## src/hdl/tws_pkg.sv

```systemverilog
// tws_pkg: shared types, codes and helpers of the time window schedule table
// no dependencies; imported by the channel users, the window unit and the top level

package tws_pkg;

   localparam int ENTRIES_DEFAULT = 16;
   localparam int HOUR_W          = 5;
   localparam int MINUTE_W        = 6;
   localparam int DAYMIN_W        = 11;

   localparam logic CMD_QUERY = 1'b0;
   localparam logic CMD_STORE = 1'b1;

   typedef struct packed {
      logic                command;
      logic [HOUR_W-1:0]   hour;
      logic [MINUTE_W-1:0] minute;
      logic [HOUR_W-1:0]   end_hour;
      logic [MINUTE_W-1:0] end_minute;
      logic                window_state;
   } req_type;

   typedef struct packed {
      logic output_on;
      logic stored;
   } rsp_type;

   typedef struct packed {
      logic [HOUR_W-1:0]   start_hour;
      logic [MINUTE_W-1:0] start_minute;
      logic [HOUR_W-1:0]   end_hour;
      logic [MINUTE_W-1:0] end_minute;
      logic                state;
   } window_type;

   typedef struct packed {
      logic ordered;
      logic in_window;
   } cmp_type;

   typedef enum logic [1:0] {
      ST_IDLE,
      ST_EXEC,
      ST_SCAN,
      ST_FINISH
   } state_type;

   // hour * 60 + minute as (hour << 6) - (hour << 2) + minute
   function automatic logic [DAYMIN_W-1:0] day_minutes(
      input logic [HOUR_W-1:0]   hour,
      input logic [MINUTE_W-1:0] minute
   );
      logic [DAYMIN_W-1:0] h64;
      logic [DAYMIN_W-1:0] h4;
      h64 = {hour, 6'b000000};
      h4  = {4'b0000, hour, 2'b00};
      return h64 - h4 + {{(DAYMIN_W-MINUTE_W){1'b0}}, minute};
   endfunction

endpackage

```

## src/hdl/tws_chan_if.sv

```systemverilog
// tws_chan_if: valid/ready channel carrying one payload per transaction
// payload type given by the user, typically from tws_pkg

interface tws_chan_if #(
   parameter type data_type = logic
);
   logic     valid;
   logic     ready;
   data_type data;

   modport source (output valid, output data, input ready);
   modport sink   (input valid, input data, output ready);
endinterface

```

## src/hdl/tws_window_unit.sv

```systemverilog
// tws_window_unit: shared time compare unit (start <= end, start < now <= end)
// depends on tws_pkg

module tws_window_unit
   import tws_pkg::*;
(
   input  logic [HOUR_W-1:0]   now_hour,
   input  logic [MINUTE_W-1:0] now_minute,
   input  window_type          window,
   output cmp_type             result
);

   logic [DAYMIN_W-1:0] now_min;
   logic [DAYMIN_W-1:0] start_min;
   logic [DAYMIN_W-1:0] end_min;

   assign now_min   = day_minutes(now_hour, now_minute);
   assign start_min = day_minutes(window.start_hour, window.start_minute);
   assign end_min   = day_minutes(window.end_hour, window.end_minute);

   assign result.ordered   = (start_min <= end_min);
   assign result.in_window = (start_min < now_min) && (now_min <= end_min);

endmodule

```

## src/hdl/time_window_schedule_table.sv

```systemverilog
// time_window_schedule_table: top level with window memory, scan sequencer and result register
// depends on tws_pkg, tws_chan_if and tws_window_unit
//
//   channel   direction  transaction contents
//   req_bus   in         command, hour, minute, end_hour, end_minute, window_state
//   rsp_bus   out        output_on, stored
//
// store: accept, check and write, result
// query: accept, scan of the filled entries, result; one memory read per cycle
// through the shared compare unit
// reset is synchronous and empties the table; window memory itself is not cleared
// req_bus is ready only between transactions; a result waiting on rsp_bus
// holds the next result back but not the next accept

module time_window_schedule_table
   import tws_pkg::*;
#(
   parameter int ENTRIES = ENTRIES_DEFAULT
)(
   input  logic        clock,
   input  logic        reset,
   tws_chan_if.sink    req_bus,
   tws_chan_if.source  rsp_bus
);

   localparam int PTR_W = (ENTRIES > 1) ? $clog2(ENTRIES) : 1;
   localparam int CNT_W = $clog2(ENTRIES + 1);

   state_type        state_ff,    state_in;
   req_type          item_ff,     item_in;
   logic [PTR_W-1:0] wr_ptr_ff,   wr_ptr_in;
   logic [CNT_W-1:0] filled_ff,   filled_in;
   logic [CNT_W-1:0] idx_ff,      idx_in;
   logic             pend_ff,     pend_in;
   logic             result_ff,   result_in;
   logic             stored_ff,   stored_in;
   logic             rsp_valid_ff, rsp_valid_in;
   rsp_type          rsp_data_ff, rsp_data_in;
   window_type       rd_data_ff;

   window_type       mem [ENTRIES];
   logic             mem_we;
   logic [PTR_W-1:0] rd_addr;
   window_type       item_window;
   window_type       unit_window;
   cmp_type          cmp;

   assign item_window.start_hour   = item_ff.hour;
   assign item_window.start_minute = item_ff.minute;
   assign item_window.end_hour     = item_ff.end_hour;
   assign item_window.end_minute   = item_ff.end_minute;
   assign item_window.state        = item_ff.window_state;

   assign unit_window = (state_ff == ST_SCAN) ? rd_data_ff : item_window;

   tws_window_unit u_window_unit (
      .now_hour   (item_ff.hour),
      .now_minute (item_ff.minute),
      .window     (unit_window),
      .result     (cmp)
   );

   // window memory
   always_ff @(posedge clock) begin
      if (mem_we) begin
         mem[wr_ptr_ff] <= item_window;
      end
      rd_data_ff <= mem[rd_addr];
   end

   always_ff @(posedge clock) begin
      if (reset) begin
         state_ff     <= ST_IDLE;
         wr_ptr_ff    <= '0;
         filled_ff    <= '0;
         idx_ff       <= '0;
         pend_ff      <= 1'b0;
         rsp_valid_ff <= 1'b0;
      end else begin
         state_ff     <= state_in;
         wr_ptr_ff    <= wr_ptr_in;
         filled_ff    <= filled_in;
         idx_ff       <= idx_in;
         pend_ff      <= pend_in;
         rsp_valid_ff <= rsp_valid_in;
      end
   end

   always_ff @(posedge clock) begin
      item_ff     <= item_in;
      result_ff   <= result_in;
      stored_ff   <= stored_in;
      rsp_data_ff <= rsp_data_in;
   end

   always_comb begin
      state_in     = state_ff;
      item_in      = item_ff;
      wr_ptr_in    = wr_ptr_ff;
      filled_in    = filled_ff;
      idx_in       = idx_ff;
      pend_in      = pend_ff;
      result_in    = result_ff;
      stored_in    = stored_ff;
      rsp_valid_in = rsp_valid_ff;
      rsp_data_in  = rsp_data_ff;
      mem_we       = 1'b0;
      rd_addr      = idx_ff[PTR_W-1:0];

      if (rsp_valid_ff && rsp_bus.ready) begin
         rsp_valid_in = 1'b0;
      end

      case (state_ff)
         ST_IDLE: begin
            if (req_bus.valid) begin
               item_in   = req_bus.data;
               result_in = 1'b1;
               stored_in = 1'b0;
               idx_in    = '0;
               pend_in   = 1'b0;
               state_in  = ST_EXEC;
            end
         end
         ST_EXEC: begin
            if (item_ff.command == CMD_STORE) begin
               if (cmp.ordered) begin
                  mem_we    = 1'b1;
                  stored_in = 1'b1;
                  wr_ptr_in = (wr_ptr_ff == PTR_W'(ENTRIES - 1)) ? '0 : wr_ptr_ff + 1'b1;
                  if (filled_ff != CNT_W'(ENTRIES)) begin
                     filled_in = filled_ff + 1'b1;
                  end
               end
               state_in = ST_FINISH;
            end else begin
               state_in = ST_SCAN;
            end
         end
         ST_SCAN: begin
            // read of entry idx overlaps the compare of the previous entry
            if (idx_ff < filled_ff) begin
               idx_in  = idx_ff + 1'b1;
               pend_in = 1'b1;
            end else begin
               pend_in = 1'b0;
            end
            if (pend_ff && cmp.in_window) begin
               result_in = rd_data_ff.state;
            end
            if ((idx_ff == filled_ff) && !pend_ff) begin
               state_in = ST_FINISH;
            end
         end
         ST_FINISH: begin
            if (!rsp_valid_ff || rsp_bus.ready) begin
               rsp_valid_in          = 1'b1;
               rsp_data_in.output_on = (item_ff.command == CMD_STORE) ? 1'b0 : result_ff;
               rsp_data_in.stored    = stored_ff;
               state_in              = ST_IDLE;
            end
         end
         default: begin
            state_in = ST_IDLE;
         end
      endcase
   end

   assign req_bus.ready = (state_ff == ST_IDLE);
   assign rsp_bus.valid = rsp_valid_ff;
   assign rsp_bus.data  = rsp_data_ff;

   a_filled_bound: assert property (@(posedge clock) disable iff (reset)
      filled_ff <= CNT_W'(ENTRIES))
      else $error("filled count above table size");

   a_ptr_tracks_fill: assert property (@(posedge clock) disable iff (reset)
      (filled_ff != CNT_W'(ENTRIES)) |-> (wr_ptr_ff == filled_ff[PTR_W-1:0]))
      else $error("write pointer out of step with filled count");

   a_scan_reads_filled: assert property (@(posedge clock) disable iff (reset)
      (state_ff == ST_SCAN && pend_ff) |-> (filled_ff != '0) && (idx_ff <= filled_ff))
      else $error("scan compared an entry that is not filled");

   a_result_slot_free: assert property (@(posedge clock) disable iff (reset)
      (rsp_valid_ff && !rsp_bus.ready) |=> rsp_valid_ff && $stable(rsp_data_ff))
      else $error("pending result overwritten or dropped");

endmodule

```

## src/flat_wrapper.sv

```systemverilog
// flat-port wrapper written by rule: the top's interface ports become plain ports
module time_window_schedule_table_flat import tws_pkg::*;
#(
   parameter int ENTRIES = ENTRIES_DEFAULT
)
  (clock, reset, req_bus_valid, req_bus_data, req_bus_ready, rsp_bus_valid, rsp_bus_data, rsp_bus_ready);
  tws_chan_if #(.data_type(req_type)) req_bus_i ();
  tws_chan_if #(.data_type(rsp_type)) rsp_bus_i ();
  input  logic clock;
  input  logic reset;
  input wire logic [$bits(req_bus_i.valid)-1:0] req_bus_valid;
  input wire logic [$bits(req_bus_i.data)-1:0] req_bus_data;
  output wire logic [$bits(req_bus_i.ready)-1:0] req_bus_ready;
  output wire logic [$bits(rsp_bus_i.valid)-1:0] rsp_bus_valid;
  output wire logic [$bits(rsp_bus_i.data)-1:0] rsp_bus_data;
  input wire logic [$bits(rsp_bus_i.ready)-1:0] rsp_bus_ready;
  assign req_bus_i.valid = req_bus_valid;
  assign req_bus_i.data = req_bus_data;
  assign req_bus_ready = req_bus_i.ready;
  assign rsp_bus_valid = rsp_bus_i.valid;
  assign rsp_bus_data = rsp_bus_i.data;
  assign rsp_bus_i.ready = rsp_bus_ready;
  time_window_schedule_table #(.ENTRIES(ENTRIES)) u_core (.clock(clock), .reset(reset), .req_bus(req_bus_i), .rsp_bus(rsp_bus_i));
endmodule
```

## config.mk

```make
export PLATFORM = sky130hd
export DESIGN_NAME = time_window_schedule_table_flat
export DESIGN_NICKNAME = d
export VERILOG_FILES = /design/src/hdl/tws_pkg.sv /design/src/hdl/tws_chan_if.sv /design/src/hdl/tws_window_unit.sv /design/src/hdl/time_window_schedule_table.sv /design/src/flat_wrapper.sv
export SDC_FILE = /design/constraint.sdc
export NUM_CORES = 1
export LEC_CHECK = 0
export BUFFER_PORTS_ARGS = -buffer_cell sky130_fd_sc_hd__buf_2
export CORE_AREA = 2 2 205 207
export CTS_BUF_LIST = sky130_fd_sc_hd__clkbuf_8 sky130_fd_sc_hd__clkbuf_16
export CTS_CLUSTER_SIZE = 12
export DETAILED_ROUTE_END_ITERATION = 8
export DIE_AREA = 0 0 207 209
export GPL_ROUTABILITY_DRIVEN = 0
export GPL_TIMING_DRIVEN = 0
export PLACE_DENSITY_LB_ADDON = 0.1
export REMOVE_ABC_BUFFERS = 1
export SLEW_MARGIN = 20
export SYNTH_ARGS = -nofsm -noshare
export SYNTH_HDL_FRONTEND = slang
export SYNTH_SLANG_ARGS = --single-unit
```

## constraint.sdc

```tcl
create_clock -name clock -period 8.15 [get_ports clock]
set_input_delay 0.815 -clock clock [delete_from_list [all_inputs] [get_ports clock]]
set_output_delay 0.815 -clock clock [all_outputs]
set_load 0.02 [all_outputs]
```

==> summary.md <==
| Metric | Value |
|---|---|
| Outcome | `finished, final reports clean` |
| Clock sink total | `437` |
| Hold Crit Class | `in -> reg` |
| Combinational Power Share | `27.6%` |
| Num ports | `32` |
| Routed wire length on met3 | `1.427 mm` |
| CTS root buf | `clkbuf_16` |
| Clock network power share | `29.4%` |
| Post-route antenna net violation count | `0` |
| Max VDD drop | `199.5 uV` |
| Vias in the first global route | `9532` |
| Total Routing Usage GR | `19.23%` |
| Hold Vio Cnt, Final | `0` |
| Initial antenna violation count | `0` |
| Final min period | `6.197 ns` |
| Tcrit/Tclk final | `76.03%` |
| Most frequent cells in the layout | `edfxtp_1, mux4_2, inv_1, ha_1, clkbuf_16` |
| Die height | `209 um` |
| Unrepaired setup endpoints after global routing | `no` |
| DR pass1 iterations | `5` |
| Final net count | `1117` |
| Cell Rows | `75` |
| Area growth syn-to-layout | `14.55%` |
| Synth Area per Inst | `18.88 um^2` |
| Initial DRC count | `694` |
| Mapped cell area | `18200 um^2` |
| Arrival time at the worst endpoint | `6.47 ns` |
| Max Cap Viol | `0` |
| Worst R2R End | `u_core.mem[3][10]$_DFFE_PP_` |
| Place WS | `1.565 ns` |
| CP Capture Type | `flip-flop` |
| Pwr Density | `319.8 nW/um^2` |
| DIE AREA | `43260 um^2` |
| Fraction of registers with async set/reset | `0%` |
| Sw Share | `30.50%` |
| Total gr overflow | `0` |
| Post-CTS Hold Fix Bufs | `0` |
| Post-synthesis register bit count | `437` |
| Reg power frac | `43.0%` |
| Top sig layer | `met4` |
| Core area | `41290 um^2` |
| CP Data Required Time | `8.42 ns` |
| Placed cells | `1524` |
| Post-Route WL | `40.71 mm` |
| Drt via density | `5.579` |
| Clock-pin slew on the worst setup and hold paths | `0.06 ns` |
| Htree depth | `2` |
| Post-CTS Setup Repair Bufs | `0` |
| Fin cells | `1611` |
| Largest net degree at the start of global routing | `46` |
| Synth Instances | `964` |
| Post-synth EDFFs | `396` |
| R2r setup slk | `1.95 ns` |
| Power consumption | `6.667 mW` |
| Worst hold start | `req_bus_data[23]` |
| Final TNS setup | `0 ns` |
| First-pass GRT wire length | `60.98 mm` |
| PortBufs | `31` |
| Critical path class | `reg -> reg` |
| Metal2 WL | `20.43 mm` |
| Maximum fanout along the worst path | `26` |
| Die width | `207 um` |
| Post_cts resized | `0` |
| CP startpoint kind | `flip-flop` |
| Final Max Tran Viols | `0` |
| WL met1 | `17.75 mm` |
| Dpl hpwl | `25.74 mm` |
| Final worst slack | `1.953 ns` |
| Vias | `8988` |
| P_sw | `2.033 mW` |
| Most common cell after layout, fill and taps aside | `edfxtp_1` |
| Ant diodes | `0` |
| Critical path startpoint | `u_core.state_ff[0]$_SDFFE_PP0P_` |
| CTS tree | `yes` |
| Critical Path Sink | `u_core.mem[3][10]$_DFFE_PP_` |
| Clock latency on the worst-skew pair | `0.58 ns` |
| Int Pwr | `4.633 mW` |
| Post-synth cell types | `67` |
| Seq/Total Area, Yosys | `69.86%` |
| Setup Viol. Count Final | `0` |
| R2R depth | `19` |
| Reg-to-Reg Start | `u_core.state_ff[0]$_SDFFE_PP0P_` |
| Slew @ Worst Pin | `0.7016 ns` |
| Routed wire per std cell | `25.27 um` |
| Fmax | `161.4 MHz` |
| Yosys warns | `0` |
| P_leak | `6.878 nW` |
| Ratio of cells with drive above 1 in the final layout | `26.31%` |
| Num CTS Buffers | `47` |
| Starting density of the core | `44.07%` |
| DRC | `0` |
| Layout Utilization | `50.48%` |
| Max-slew headroom | `53.23%` |
| Max Buffers Root-to-Sink | `3` |
| Top_reg_cell synth | `edfxtp_1` |
| Layout Skew | `0.01809 ns` |
## logic make-up after synthesis
group           Yosys count  synth area share, %
flops                   437                69.86
simple gates            152                4.456
buf+inv                  69                1.533
compound gates           82                3.088
fa+ha+maj                58                3.961
xor+xnor                 19               0.9145
mux                     147                16.19
## cell usage after synthesis (10+ instances only)
cell | instances | area [um^2]
edfxtp_1 | 396 | 11890
mux4_2 | 115 | 2590
ha_1 | 55 | 688.2
dfxtp_1 | 41 | 820.8
nor2_1 | 41 | 153.9
inv_1 | 33 | 123.9
nand2_1 | 26 | 97.59
clkbuf_1 | 20 | 75.07
a21oi_1 | 18 | 90.09
o21ai_0 | 17 | 85.08
and3_1 | 15 | 93.84
xnor2_1 | 15 | 131.4
mux2i_1 | 13 | 130.1
buf_1 | 12 | 45.04
nor3_1 | 12 | 60.06
mux2_2 | 11 | 123.9
nor2b_1 | 10 | 62.56
## flip-flops by register name (all words and copies together), names as in the netlist
| register | count |
|---|---|
| u_core.item_ff | 24 |
| u_core.state_ff | 2 |
| u_core.idx_ff | 5 |
| u_core.filled_ff | 5 |
| u_core.wr_ptr_ff | 4 |
| u_core.rd_data_ff | 23 |
| u_core.pend_ff | 1 |
| u_core.rsp_bus.data | 2 |
| u_core.rsp_bus.valid | 1 |
| u_core.mem | 368 |
| u_core.result_ff | 1 |
| u_core.stored_ff | 1 |
## metal layers
layer | vias to the layer above | GRT usage, %
li1 | 4044 | -
met4 | 0 | 6.773
met5 | - | 0
met3 | 65 | 2.570
met1 | 4708 | 25.57
met2 | 171 | 32.74
## cell type report
cell class | instances | area (um^2)
clock buffer | 52 | 1256
sequential | 437 | 12720
inverter | 33 | 123.9
tap | 539 | 674.4
clock inverter | 35 | 167.7
timing repair buffer | 57 | 663.1
fill | 3427 | 20450
multi-input combinational | 458 | 5234
## critical path, stage by stage, from the launching register on
cell and delay (ns):
dfxtp_1 0.34, inv_1 0.14, ha_2 0.63, mux2_2 0.49
inv_1 0.14, ha_1 0.27, o21ai_0 0.38, nor3_1 0.10
nor2_1 0.17, nand2_1 0.09, xnor2_1 0.27, ha_1 0.31
a21o_1 0.19, maj3_2 0.31, maj3_2 0.33, a21oi_4 0.54
nand2_1 0.19, nor3_2 0.44, buf_4 0.29, buf_4 0.20
## per-stage QoR
step | area [um^2] | hold WS (ns)
final | 20840 | 0.4060
after global routing | 20840 | 0.3851
after global placement | 18870 | 0.4069
after CTS | 20840 | 0.3728
after detailed placement | 19420 | 0.4173
after floorplan | 18040 | 0.4003
## how the worst min path moves through the flow
| stage | slack (ns) | to | cells after the start |
|---|---|---|---|
| detailed placement | 0.42 | u_core.rsp_bus.data[0]$_DFFE_PP_ | 0 |
| finish | 0.41 | u_core.item_ff[23]$_DFFE_PP_ | 1 |
| global route | 0.39 | u_core.item_ff[0]$_DFFE_PP_ | 1 |
| global placement | 0.41 | u_core.rsp_bus.data[0]$_DFFE_PP_ | 0 |
| CTS | 0.37 | u_core.item_ff[0]$_DFFE_PP_ | 1 |
| floorplan | 0.40 | u_core.rsp_bus.data[0]$_DFFE_PP_ | 0 |
## power by group through the flow
stage                     combinational [mW]  clock [mW]  sequential (mW)
final                                   1.84        1.96             2.87
after global routing                    2.08        2.09             2.89
after CTS                               1.87        2.01             2.87
after detailed placement                1.86           0             2.92
after global placement                  1.78           0             2.96
after floorplan                         1.38           0             2.87
No activity file was read; power rests on OpenSTA's default activity.
